[src/rtl/hight_block_decrypt_macros.svh]
// Assertion macros for the HIGHT decryption block.
`ifndef HIGHT_BLOCK_DECRYPT_MACROS_SVH
`define HIGHT_BLOCK_DECRYPT_MACROS_SVH

`ifndef SYNTHESIS
`define HBD_ASSERT(lbl, ante, cons) \
	lbl: assert property (@(posedge clk) disable iff (!arst_n) (ante) |-> (cons)) \
		else $error("assertion failed");
`define HBD_ASSERT_NXT(lbl, ante, cons) \
	lbl: assert property (@(posedge clk) disable iff (!arst_n) (ante) |=> (cons)) \
		else $error("assertion failed");
`else
`define HBD_ASSERT(lbl, ante, cons)
`define HBD_ASSERT_NXT(lbl, ante, cons)
`endif

`endif

[src/rtl/hbd_pkg.sv]
// Shared types, constants and round functions for the HIGHT decryption block.
package hbd_pkg;

	localparam int NUM_WK   = 8;
	localparam int NUM_SK   = 128;
	localparam int SK_LANES = 4;
	localparam int SK_ROWS  = NUM_SK / SK_LANES;
	localparam int ROW_W    = $clog2(SK_ROWS);
	localparam int LANE_W   = $clog2(SK_LANES);

	localparam logic [ROW_W-1:0] ROW_LAST = ROW_W'(SK_ROWS - 1);
	localparam logic [ROW_W-1:0] ROW_FIRST = '0;

	localparam logic ACT_LOAD    = 1'b0;
	localparam logic ACT_DECRYPT = 1'b1;

	typedef enum logic {
		ST_IDLE,
		ST_ROUND
	} hbd_state_t;

	typedef struct packed {
		logic             wr_en;
		logic             ld_x;
		logic             rd_en;
		logic [ROW_W-1:0] rd_row;
		logic             round_en;
		logic             no_rot;
		logic             fin;
	} hbd_cmd_t;

	function automatic logic [7:0] rotl8(input logic [7:0] x, input int n);
		rotl8 = (x << n) | (x >> (8 - n));
	endfunction

	function automatic logic [7:0] hf0(input logic [7:0] x);
		hf0 = rotl8(x, 1) ^ rotl8(x, 2) ^ rotl8(x, 7);
	endfunction

	function automatic logic [7:0] hf1(input logic [7:0] x);
		hf1 = rotl8(x, 3) ^ rotl8(x, 4) ^ rotl8(x, 6);
	endfunction

endpackage

[src/rtl/hbd_ram.sv]
// Generic single-write, single-read RAM with registered read data.
module hbd_ram #(
	parameter int WIDTH = 8,
	parameter int DEPTH = 32
) (
	input  logic                     clk,
	input  logic                     we,
	input  logic [$clog2(DEPTH)-1:0] waddr,
	input  logic [WIDTH-1:0]         wdata,
	input  logic                     re,
	input  logic [$clog2(DEPTH)-1:0] raddr,
	output logic [WIDTH-1:0]         rdata
);

	logic [WIDTH-1:0] mem_q [DEPTH];
	logic [WIDTH-1:0] rdata_q;

	always_ff @(posedge clk) begin
		if (we) begin
			mem_q[waddr] <= wdata;
		end
		if (re) begin
			rdata_q <= mem_q[raddr];
		end
	end

	assign rdata = rdata_q;

endmodule

[src/rtl/hbd_ctrl.sv]
// Controller: command handshake, round counter and sequencing state machine.
`include "hight_block_decrypt_macros.svh"
module hbd_ctrl (
	input  logic              clk,
	input  logic              arst_n,
	input  logic              start,
	input  logic              action,
	output logic              busy,
	output hbd_pkg::hbd_cmd_t cmd
);
	import hbd_pkg::*;

	hbd_state_t       state_q, state_d;
	logic [ROW_W-1:0] cnt_q;
	logic             accept;

	assign accept = start && (state_q == ST_IDLE);

	always_comb begin
		state_d = state_q;
		case (state_q)
			ST_IDLE: begin
				if (accept && (action == ACT_DECRYPT)) begin
					state_d = ST_ROUND;
				end
			end
			ST_ROUND: begin
				if (cnt_q == ROW_FIRST) begin
					state_d = ST_IDLE;
				end
			end
			default: state_d = ST_IDLE;
		endcase
	end

	always_comb begin
		busy         = 1'b0;
		cmd          = '0;
		cmd.rd_row   = ROW_LAST;
		case (state_q)
			ST_IDLE: begin
				cmd.wr_en = accept && (action == ACT_LOAD);
				cmd.ld_x  = accept && (action == ACT_DECRYPT);
				cmd.rd_en = accept && (action == ACT_DECRYPT);
			end
			ST_ROUND: begin
				busy         = 1'b1;
				cmd.round_en = 1'b1;
				cmd.no_rot   = (cnt_q == ROW_LAST);
				cmd.fin      = (cnt_q == ROW_FIRST);
				cmd.rd_en    = (cnt_q != ROW_FIRST);
				cmd.rd_row   = cnt_q - 1'b1;
			end
			default: begin
				busy = 1'b0;
			end
		endcase
	end

	always_ff @(posedge clk or negedge arst_n) begin
		if (!arst_n) begin
			state_q <= ST_IDLE;
			cnt_q   <= '0;
		end else begin
			state_q <= state_d;
			if (cmd.ld_x) begin
				cnt_q <= ROW_LAST;
			end else if (cmd.round_en) begin
				cnt_q <= cnt_q - 1'b1;
			end
		end
	end

	`HBD_ASSERT_NXT(a_start_round, start && !busy && (action == ACT_DECRYPT), busy && cnt_q == ROW_LAST)
	`HBD_ASSERT_NXT(a_round_holds, busy && cnt_q != ROW_FIRST, busy)
	`HBD_ASSERT_NXT(a_round_ends, busy && cnt_q == ROW_FIRST, !busy)
	`HBD_ASSERT(a_no_load_busy, busy, !cmd.wr_en && !cmd.ld_x)

endmodule

[src/rtl/hbd_datapath.sv]
// Datapath: key table, block state register and one decryption round a cycle.
module hbd_datapath (
	input  logic              clk,
	input  logic              arst_n,
	input  hbd_pkg::hbd_cmd_t cmd,
	input  logic [7:0]        key_index,
	input  logic [7:0]        key_byte,
	input  logic [63:0]       ciphertext,
	output logic [63:0]       plaintext,
	output logic              done
);
	import hbd_pkg::*;

	logic [7:0]       wk_q [NUM_WK];
	logic [7:0]       x_q  [8];
	logic [7:0]       xin  [8];
	logic [7:0]       y    [8];
	logic [7:0]       k    [SK_LANES];
	logic [7:0]       sk_idx;
	logic             sk_hit;
	logic [63:0]      pt;
	logic [63:0]      plaintext_q;
	logic             done_q;

	assign sk_idx = key_index - 8'(NUM_WK);
	assign sk_hit = (key_index >= 8'(NUM_WK)) && (key_index < 8'(NUM_WK + NUM_SK));

	for (genvar g = 0; g < SK_LANES; g++) begin : g_lane
		hbd_ram #(
			.WIDTH(8),
			.DEPTH(SK_ROWS)
		) u_sk_ram (
			.clk   (clk),
			.we    (cmd.wr_en && sk_hit && (sk_idx[LANE_W-1:0] == LANE_W'(g))),
			.waddr (sk_idx[LANE_W +: ROW_W]),
			.wdata (key_byte),
			.re    (cmd.rd_en),
			.raddr (cmd.rd_row),
			.rdata (k[g])
		);
	end

	always_ff @(posedge clk) begin
		if (cmd.wr_en && (key_index < 8'(NUM_WK))) begin
			wk_q[key_index[2:0]] <= key_byte;
		end
	end

	// final whitening removed on entry
	always_comb begin
		for (int j = 0; j < 8; j++) begin
			xin[j] = ciphertext[8*j +: 8];
		end
		xin[0] = xin[0] - wk_q[4];
		xin[2] = xin[2] ^ wk_q[5];
		xin[4] = xin[4] - wk_q[6];
		xin[6] = xin[6] ^ wk_q[7];
	end

	always_comb begin
		if (cmd.no_rot) begin
			y[0] = x_q[0];
			y[1] = x_q[1] - (hf1(x_q[0]) ^ k[0]);
			y[2] = x_q[2];
			y[3] = x_q[3] ^ (hf0(x_q[2]) + k[1]);
			y[4] = x_q[4];
			y[5] = x_q[5] - (hf1(x_q[4]) ^ k[2]);
			y[6] = x_q[6];
			y[7] = x_q[7] ^ (hf0(x_q[6]) + k[3]);
		end else begin
			y[0] = x_q[1];
			y[1] = x_q[2] - (hf1(x_q[1]) ^ k[0]);
			y[2] = x_q[3];
			y[3] = x_q[4] ^ (hf0(x_q[3]) + k[1]);
			y[4] = x_q[5];
			y[5] = x_q[6] - (hf1(x_q[5]) ^ k[2]);
			y[6] = x_q[7];
			y[7] = x_q[0] ^ (hf0(x_q[7]) + k[3]);
		end
	end

	// initial whitening removed on exit
	always_comb begin
		for (int j = 0; j < 8; j++) begin
			pt[8*j +: 8] = y[j];
		end
		pt[7:0]   = y[0] - wk_q[0];
		pt[23:16] = y[2] ^ wk_q[1];
		pt[39:32] = y[4] - wk_q[2];
		pt[55:48] = y[6] ^ wk_q[3];
	end

	always_ff @(posedge clk) begin
		if (cmd.ld_x) begin
			x_q <= xin;
		end else if (cmd.round_en) begin
			x_q <= y;
		end
		if (cmd.fin) begin
			plaintext_q <= pt;
		end
	end

	always_ff @(posedge clk or negedge arst_n) begin
		if (!arst_n) begin
			done_q <= 1'b0;
		end else begin
			done_q <= cmd.fin;
		end
	end

	assign plaintext = plaintext_q;
	assign done      = done_q;

endmodule

[src/rtl/hight_block_decrypt.sv]
// HIGHT-64/128 block decryption with a byte-loaded key table.
// A beat is taken when start is high and busy is low. A load beat (action 0) writes one
// key table byte in that cycle and leaves busy low, so loads may follow every cycle. A
// decrypt beat (action 1) raises busy while it runs one round a cycle, with each round's
// four subkeys read in the cycle before from a four-lane subkey RAM; plaintext is then
// shown with done for exactly one cycle. The receiver cannot stall: take plaintext
// whenever done is high. A new start is accepted in that cycle.
// Every key table entry that a decrypt uses must have been loaded since reset.
module hight_block_decrypt (
	input  logic        clk,
	input  logic        arst_n,
	input  logic        start,
	output logic        busy,
	input  logic        action,
	input  logic [7:0]  key_index,
	input  logic [7:0]  key_byte,
	input  logic [63:0] ciphertext,
	output logic [63:0] plaintext,
	output logic        done
);
	import hbd_pkg::*;

	hbd_cmd_t cmd;

	hbd_ctrl u_ctrl (
		.clk    (clk),
		.arst_n (arst_n),
		.start  (start),
		.action (action),
		.busy   (busy),
		.cmd    (cmd)
	);

	hbd_datapath u_dp (
		.clk        (clk),
		.arst_n     (arst_n),
		.cmd        (cmd),
		.key_index  (key_index),
		.key_byte   (key_byte),
		.ciphertext (ciphertext),
		.plaintext  (plaintext),
		.done       (done)
	);

endmodule

[config.mk]
export PLATFORM = sky130hd
export DESIGN_NAME = hight_block_decrypt
export DESIGN_NICKNAME = d
export VERILOG_FILES = /design/src/rtl/hbd_pkg.sv /design/src/rtl/hbd_ram.sv /design/src/rtl/hbd_ctrl.sv /design/src/rtl/hbd_datapath.sv /design/src/rtl/hight_block_decrypt.sv
export VERILOG_INCLUDE_DIRS = /design/src /design/src/rtl
export SDC_FILE = /design/constraint.sdc
export NUM_CORES = 2
export LEC_CHECK = 0
export BUFFER_PORTS_ARGS = -buffer_cell sky130_fd_sc_hd__buf_2
export CAP_MARGIN = 15
export CORE_ASPECT_RATIO = 1.4
export CORE_MARGIN = 3
export CORE_UTILIZATION = 65
export CTS_BUF_LIST = sky130_fd_sc_hd__clkbuf_8
export DETAILED_ROUTE_END_ITERATION = 8
export GPL_TIMING_DRIVEN = 0
export MAX_ROUTING_LAYER = met4
export PLACE_DENSITY_LB_ADDON = 0.25
export SLEW_MARGIN = 20
export SYNTH_ARGS = -nofsm -noshare
export SYNTH_HDL_FRONTEND = slang
export SYNTH_SLANG_ARGS = --single-unit
[constraint.sdc]
create_clock -name clk -period 6.1 [get_ports clk]
set_input_delay 1.22 -clock clk [delete_from_list [all_inputs] [get_ports clk]]
set_output_delay 1.22 -clock clk [all_outputs]
set_load 0.01 [all_outputs]
==> out/summary.txt <==
Psw: 16700 uW
Overall Global Routing Usage: 37.6%
crit-path cells: buf_6 -> clkinv_1 -> buf_2 -> clkbuf_1 -> clkbuf_1 -> ha_1 -> buf_2 -> and2_1 -> clkbuf_1 -> clkbuf_2 -> clkbuf_1 -> a31oi_1 -> o41ai_1 -> o311a_1 -> a211oi_1
post-CTS setup buffers: 0
sequential share of power: 29.0%
largest family of logic cells by synthesized area: compound AO/OA/AOI/OAI gates
Lkg Pwr: 0.0203 uW
DRT antenna net count: 0
Hold WC Path Type: in2async
Post-Synth Adder-Cell Area: 2.54%
EDFF count, synth: 1248
Reg clk slew, reported paths: 0.07 ns
Setup TNS: -0.158 ns
vias per cell: 6.77
Netlist cell types: 61
flops & latches, synth: 1255
final hold vios: 0
Pre-Repair DR Iteration Count: 7
Comb power frac: 54.6%
asr flop ratio synth: 0.558%
Post-Synth Simple-Gate Area: 6.13%
Setup CP Type: reg2reg
Worst Path Max Fanout: 11
CP required: 6.66 ns
synth warn: 0
P_int: 22100 uW
CTS Sinks: 1255
CTS buffer count: 177
fillers: 5255
Clock Power Share: 16.4%
Die Width: 251 um
slew margin rel.: 20.2%
DIE HEIGHT: 349 um
final-report setup violation count: 3
CTS-repair resized insts: 0
row count: 125
RR Endpoint: u_dp.g_lane[1].u_sk_ram.rdata[1]
Startpoint Class: flip-flop
share of layout cells above drive strength 1: 14.5%
Reg2Reg Depth: 15
min Tclk post-route: 6.19 ns
WL final: 159000 um
CTS HTree Levels: 4
worst slew pin tran: 1.20 ns
synthesized area per cell: 14.7 um2
Post-Syn Instances: 3727
later-pin clock latency in the skew report: 0.90 ns
GR Overflow Total: 0
dpl hpwl: 112000 um
Clock Tree Root: clkbuf_8
post-synthesis compound-gate area fraction: 10.8%
Max Clk Rate: 162 MHz
core footprint: 83200 um2
Pins Over Slew Limit: 0
post-layout util: 72.8%
CTS tree: done
Synth-to-Final Area Change: 10.5%
gpl congestion: 1.08
Synth Area in XOR/XNOR: 4.76%
Worst Hold Slack: 0.183 ns
PortBufs: 147
RSZ-0062 raised after global routing: true
clock skew: 0.0354 ns
CP Capture Type: flip-flop
Final Cycle Share: 101%
DR iter-0 viols: 4956
status: complete, but fails checks
Sw Share: 43.2%
proportion of synthesized area in mux cells: 4.18%
Critical R2R Launch: u_ctrl.cnt_q[0]
die footprint: 87800 um2
crit path DAT: 6.75 ns
crit path to: u_dp.g_lane[1].u_sk_ram.rdata[1]
vias in the first global route: 35310
Post-CTS Hold Buffers: 0
WL/cell: 30.0 um
Worst path max stage delay: 0.67 ns
starting density of the core: 65.8%
initial antenna violation count: 1
I/O pin count: 150
maxcap violations: 0
Main synth FF type: edfxtp_1
Crit. Startpoint: u_ctrl.cnt_q[0]
Syn Nets: 3915
worst vdd ir: 0.436 mV
Residual DRC: 0
largest net degree at the start of global routing: 97
R2R Setup Slk: -0.09 ns
Final WS setup: -0.0851 ns
Crit-path slowest cell: clkbuf_1
Pwr per Cell Area: 641 nW/um2
Syn Std Cell Area: 54800 um2
NumNets Final: 4252
failing checks: setup timing
Clock Tree Buf Depth: 3
global-route wire length before repair: 230000 um
cell mode on critical path: clkbuf_1
sequential area share after synthesis: 68.7%
via count: 35744
cell usage after synthesis, types with 5 or more instances:
master	n	area, um2
buf_6	7	78.8
fa_1	12	240
inv_1	100	375
ha_1	92	1150
a21oi_1	184	921
xor2_1	60	526
o21a_1	5	37.5
nand2b_1	39	244
o2111ai_1	28	245
a31o_2	27	236
edfxtp_1	1248	37500
o41ai_1	32	280
buf_4	7	52.6
a211oi_1	29	218
a21o_1	12	90.1
nor2b_1	52	325
nand3_1	65	325
mux4_2	69	1550
nand2_1	233	875
o31ai_1	5	37.5
clkbuf_1	193	724
o21ai_0	100	500
dfrtp_1	7	175
nor2_1	225	845
buf_2	54	270
and3_1	39	244
a211oi_2	22	275
mux2i_1	41	410
nand4_1	7	43.8
xnor2_1	238	2080
mux2_2	29	327
or3_1	11	68.8
buf_1	16	60.1
and2_1	6	37.5
o221ai_1	161	1410
a31oi_1	37	231
o311a_1	29	290
nor3_1	36	180
o22ai_1	73	457
a221o_1	29	290
a221oi_1	31	272
final cells by class:
cell class | count | area [um2] | area share [%]
Sequential cell | 1255 | 37700 | 62.2
Multi-Input combinational cell | 2093 | 15600 | 25.7
Clock buffer | 182 | 2500 | 4.14
Tap cell | 1079 | 1350 | 2.23
Buffer | 278 | 1190 | 1.97
Timing Repair Buffer | 158 | 1050 | 1.74
Clock inverter | 135 | 822 | 1.36
Inverter | 101 | 379 | 0.626
Antenna cell | 2 | 5.00 | 0.00827
registers in the layout, indices dropped and copies added, names as in the netlist:
register                    count
u_dp.g_lane.u_sk_ram.mem_q   1024
u_dp.plaintext                 64
u_dp.wk_q                      64
u_dp.x_q                       64
u_dp.g_lane.u_sk_ram.rdata     32
u_ctrl.cnt_q                    5
u_ctrl.state_q                  1
u_dp.done                       1
cell usage in the layout, fill, tap and decap left out, types with 15 or more instances in the layout:
cell type / instances
a211oi_1: 29
a211oi_2: 22
a21oi_1: 184
a221o_1: 29
a221oi_1: 31
a31o_2: 27
a31oi_1: 36
and3_1: 39
buf_1: 16
buf_2: 193
buf_6: 15
clkbuf_1: 191
clkbuf_8: 182
clkinv_1: 44
clkinv_2: 17
edfxtp_1: 1248
ha_1: 92
inv_1: 154
mux2_2: 29
mux2i_1: 41
mux4_2: 69
nand2_1: 232
nand2b_1: 38
nand3_1: 65
nor2_1: 224
nor2b_1: 52
nor3_1: 34
o2111ai_1: 28
o21ai_0: 100
o221ai_1: 161
o22ai_1: 73
o311a_1: 29
o41ai_1: 32
xnor2_1: 238
xor2_1: 60
per-stage QoR:
step                      cell area (um2)  instances  total power (uW)  setup slack, ns
after floorplan                     54800       3727             25500             2.49
after global placement              56900       4953             31500           0.0879
after detailed placement            57200       4964             31900           0.0502
after global routing                60500       5282             40500         -0.00464
after CTS                           60500       5281             38200           0.0404
final                               60500       5283             38800          -0.0851
worst min-delay path by stage:
stage,cells after the start,to,start
2_1_floorplan,1,u_dp.plaintext[16],u_dp.wk_q[1][0]
3_3_place_gp,1,u_dp.plaintext[20],u_dp.wk_q[1][4]
3_5_place_dp,1,u_dp.plaintext[22],u_dp.wk_q[1][6]
4_1_cts,1,u_dp.done,arst_n
5_1_grt,1,u_ctrl.cnt_q[2],arst_n
6_report,1,u_dp.done,arst_n
layer usage:
layer	track usage [%]	wire length, um	vias up
met5	-	0	-
met4	23.5	11800	0
met3	7.77	17400	561
met2	59.3	75600	2621
met1	44.8	53800	17420
li1	-	-	15142
logic make-up after synthesis:
| kind of cell | after synthesis |
|---|---|
| flops | 1255 |
| mux | 139 |
| buf+inv | 379 |
| compound gates | 819 |
| fa+ha+maj | 104 |
| simple gates | 733 |
| xor+xnor | 298 |
worst max-delay path, delay by kind of cell, from the launching register on:
kind	cells	cell delay [ns]
compound gates	4	1.19
fa+ha+maj	1	0.25
simple gates	1	0.17
flops	1	0.40
buf+inv	9	3.82
power groups by stage:
stage | clock network, uW | registers [uW] | logic [uW]
global placement | 0 | 11400 | 20100
CTS | 6350 | 11200 | 20600
floorplan | 0 | 11200 | 14300
detailed placement | 0 | 11400 | 20500
global route | 6740 | 11300 | 22500
finish | 6350 | 11200 | 21200
Note: power is estimated with default switching activity, not from simulation.
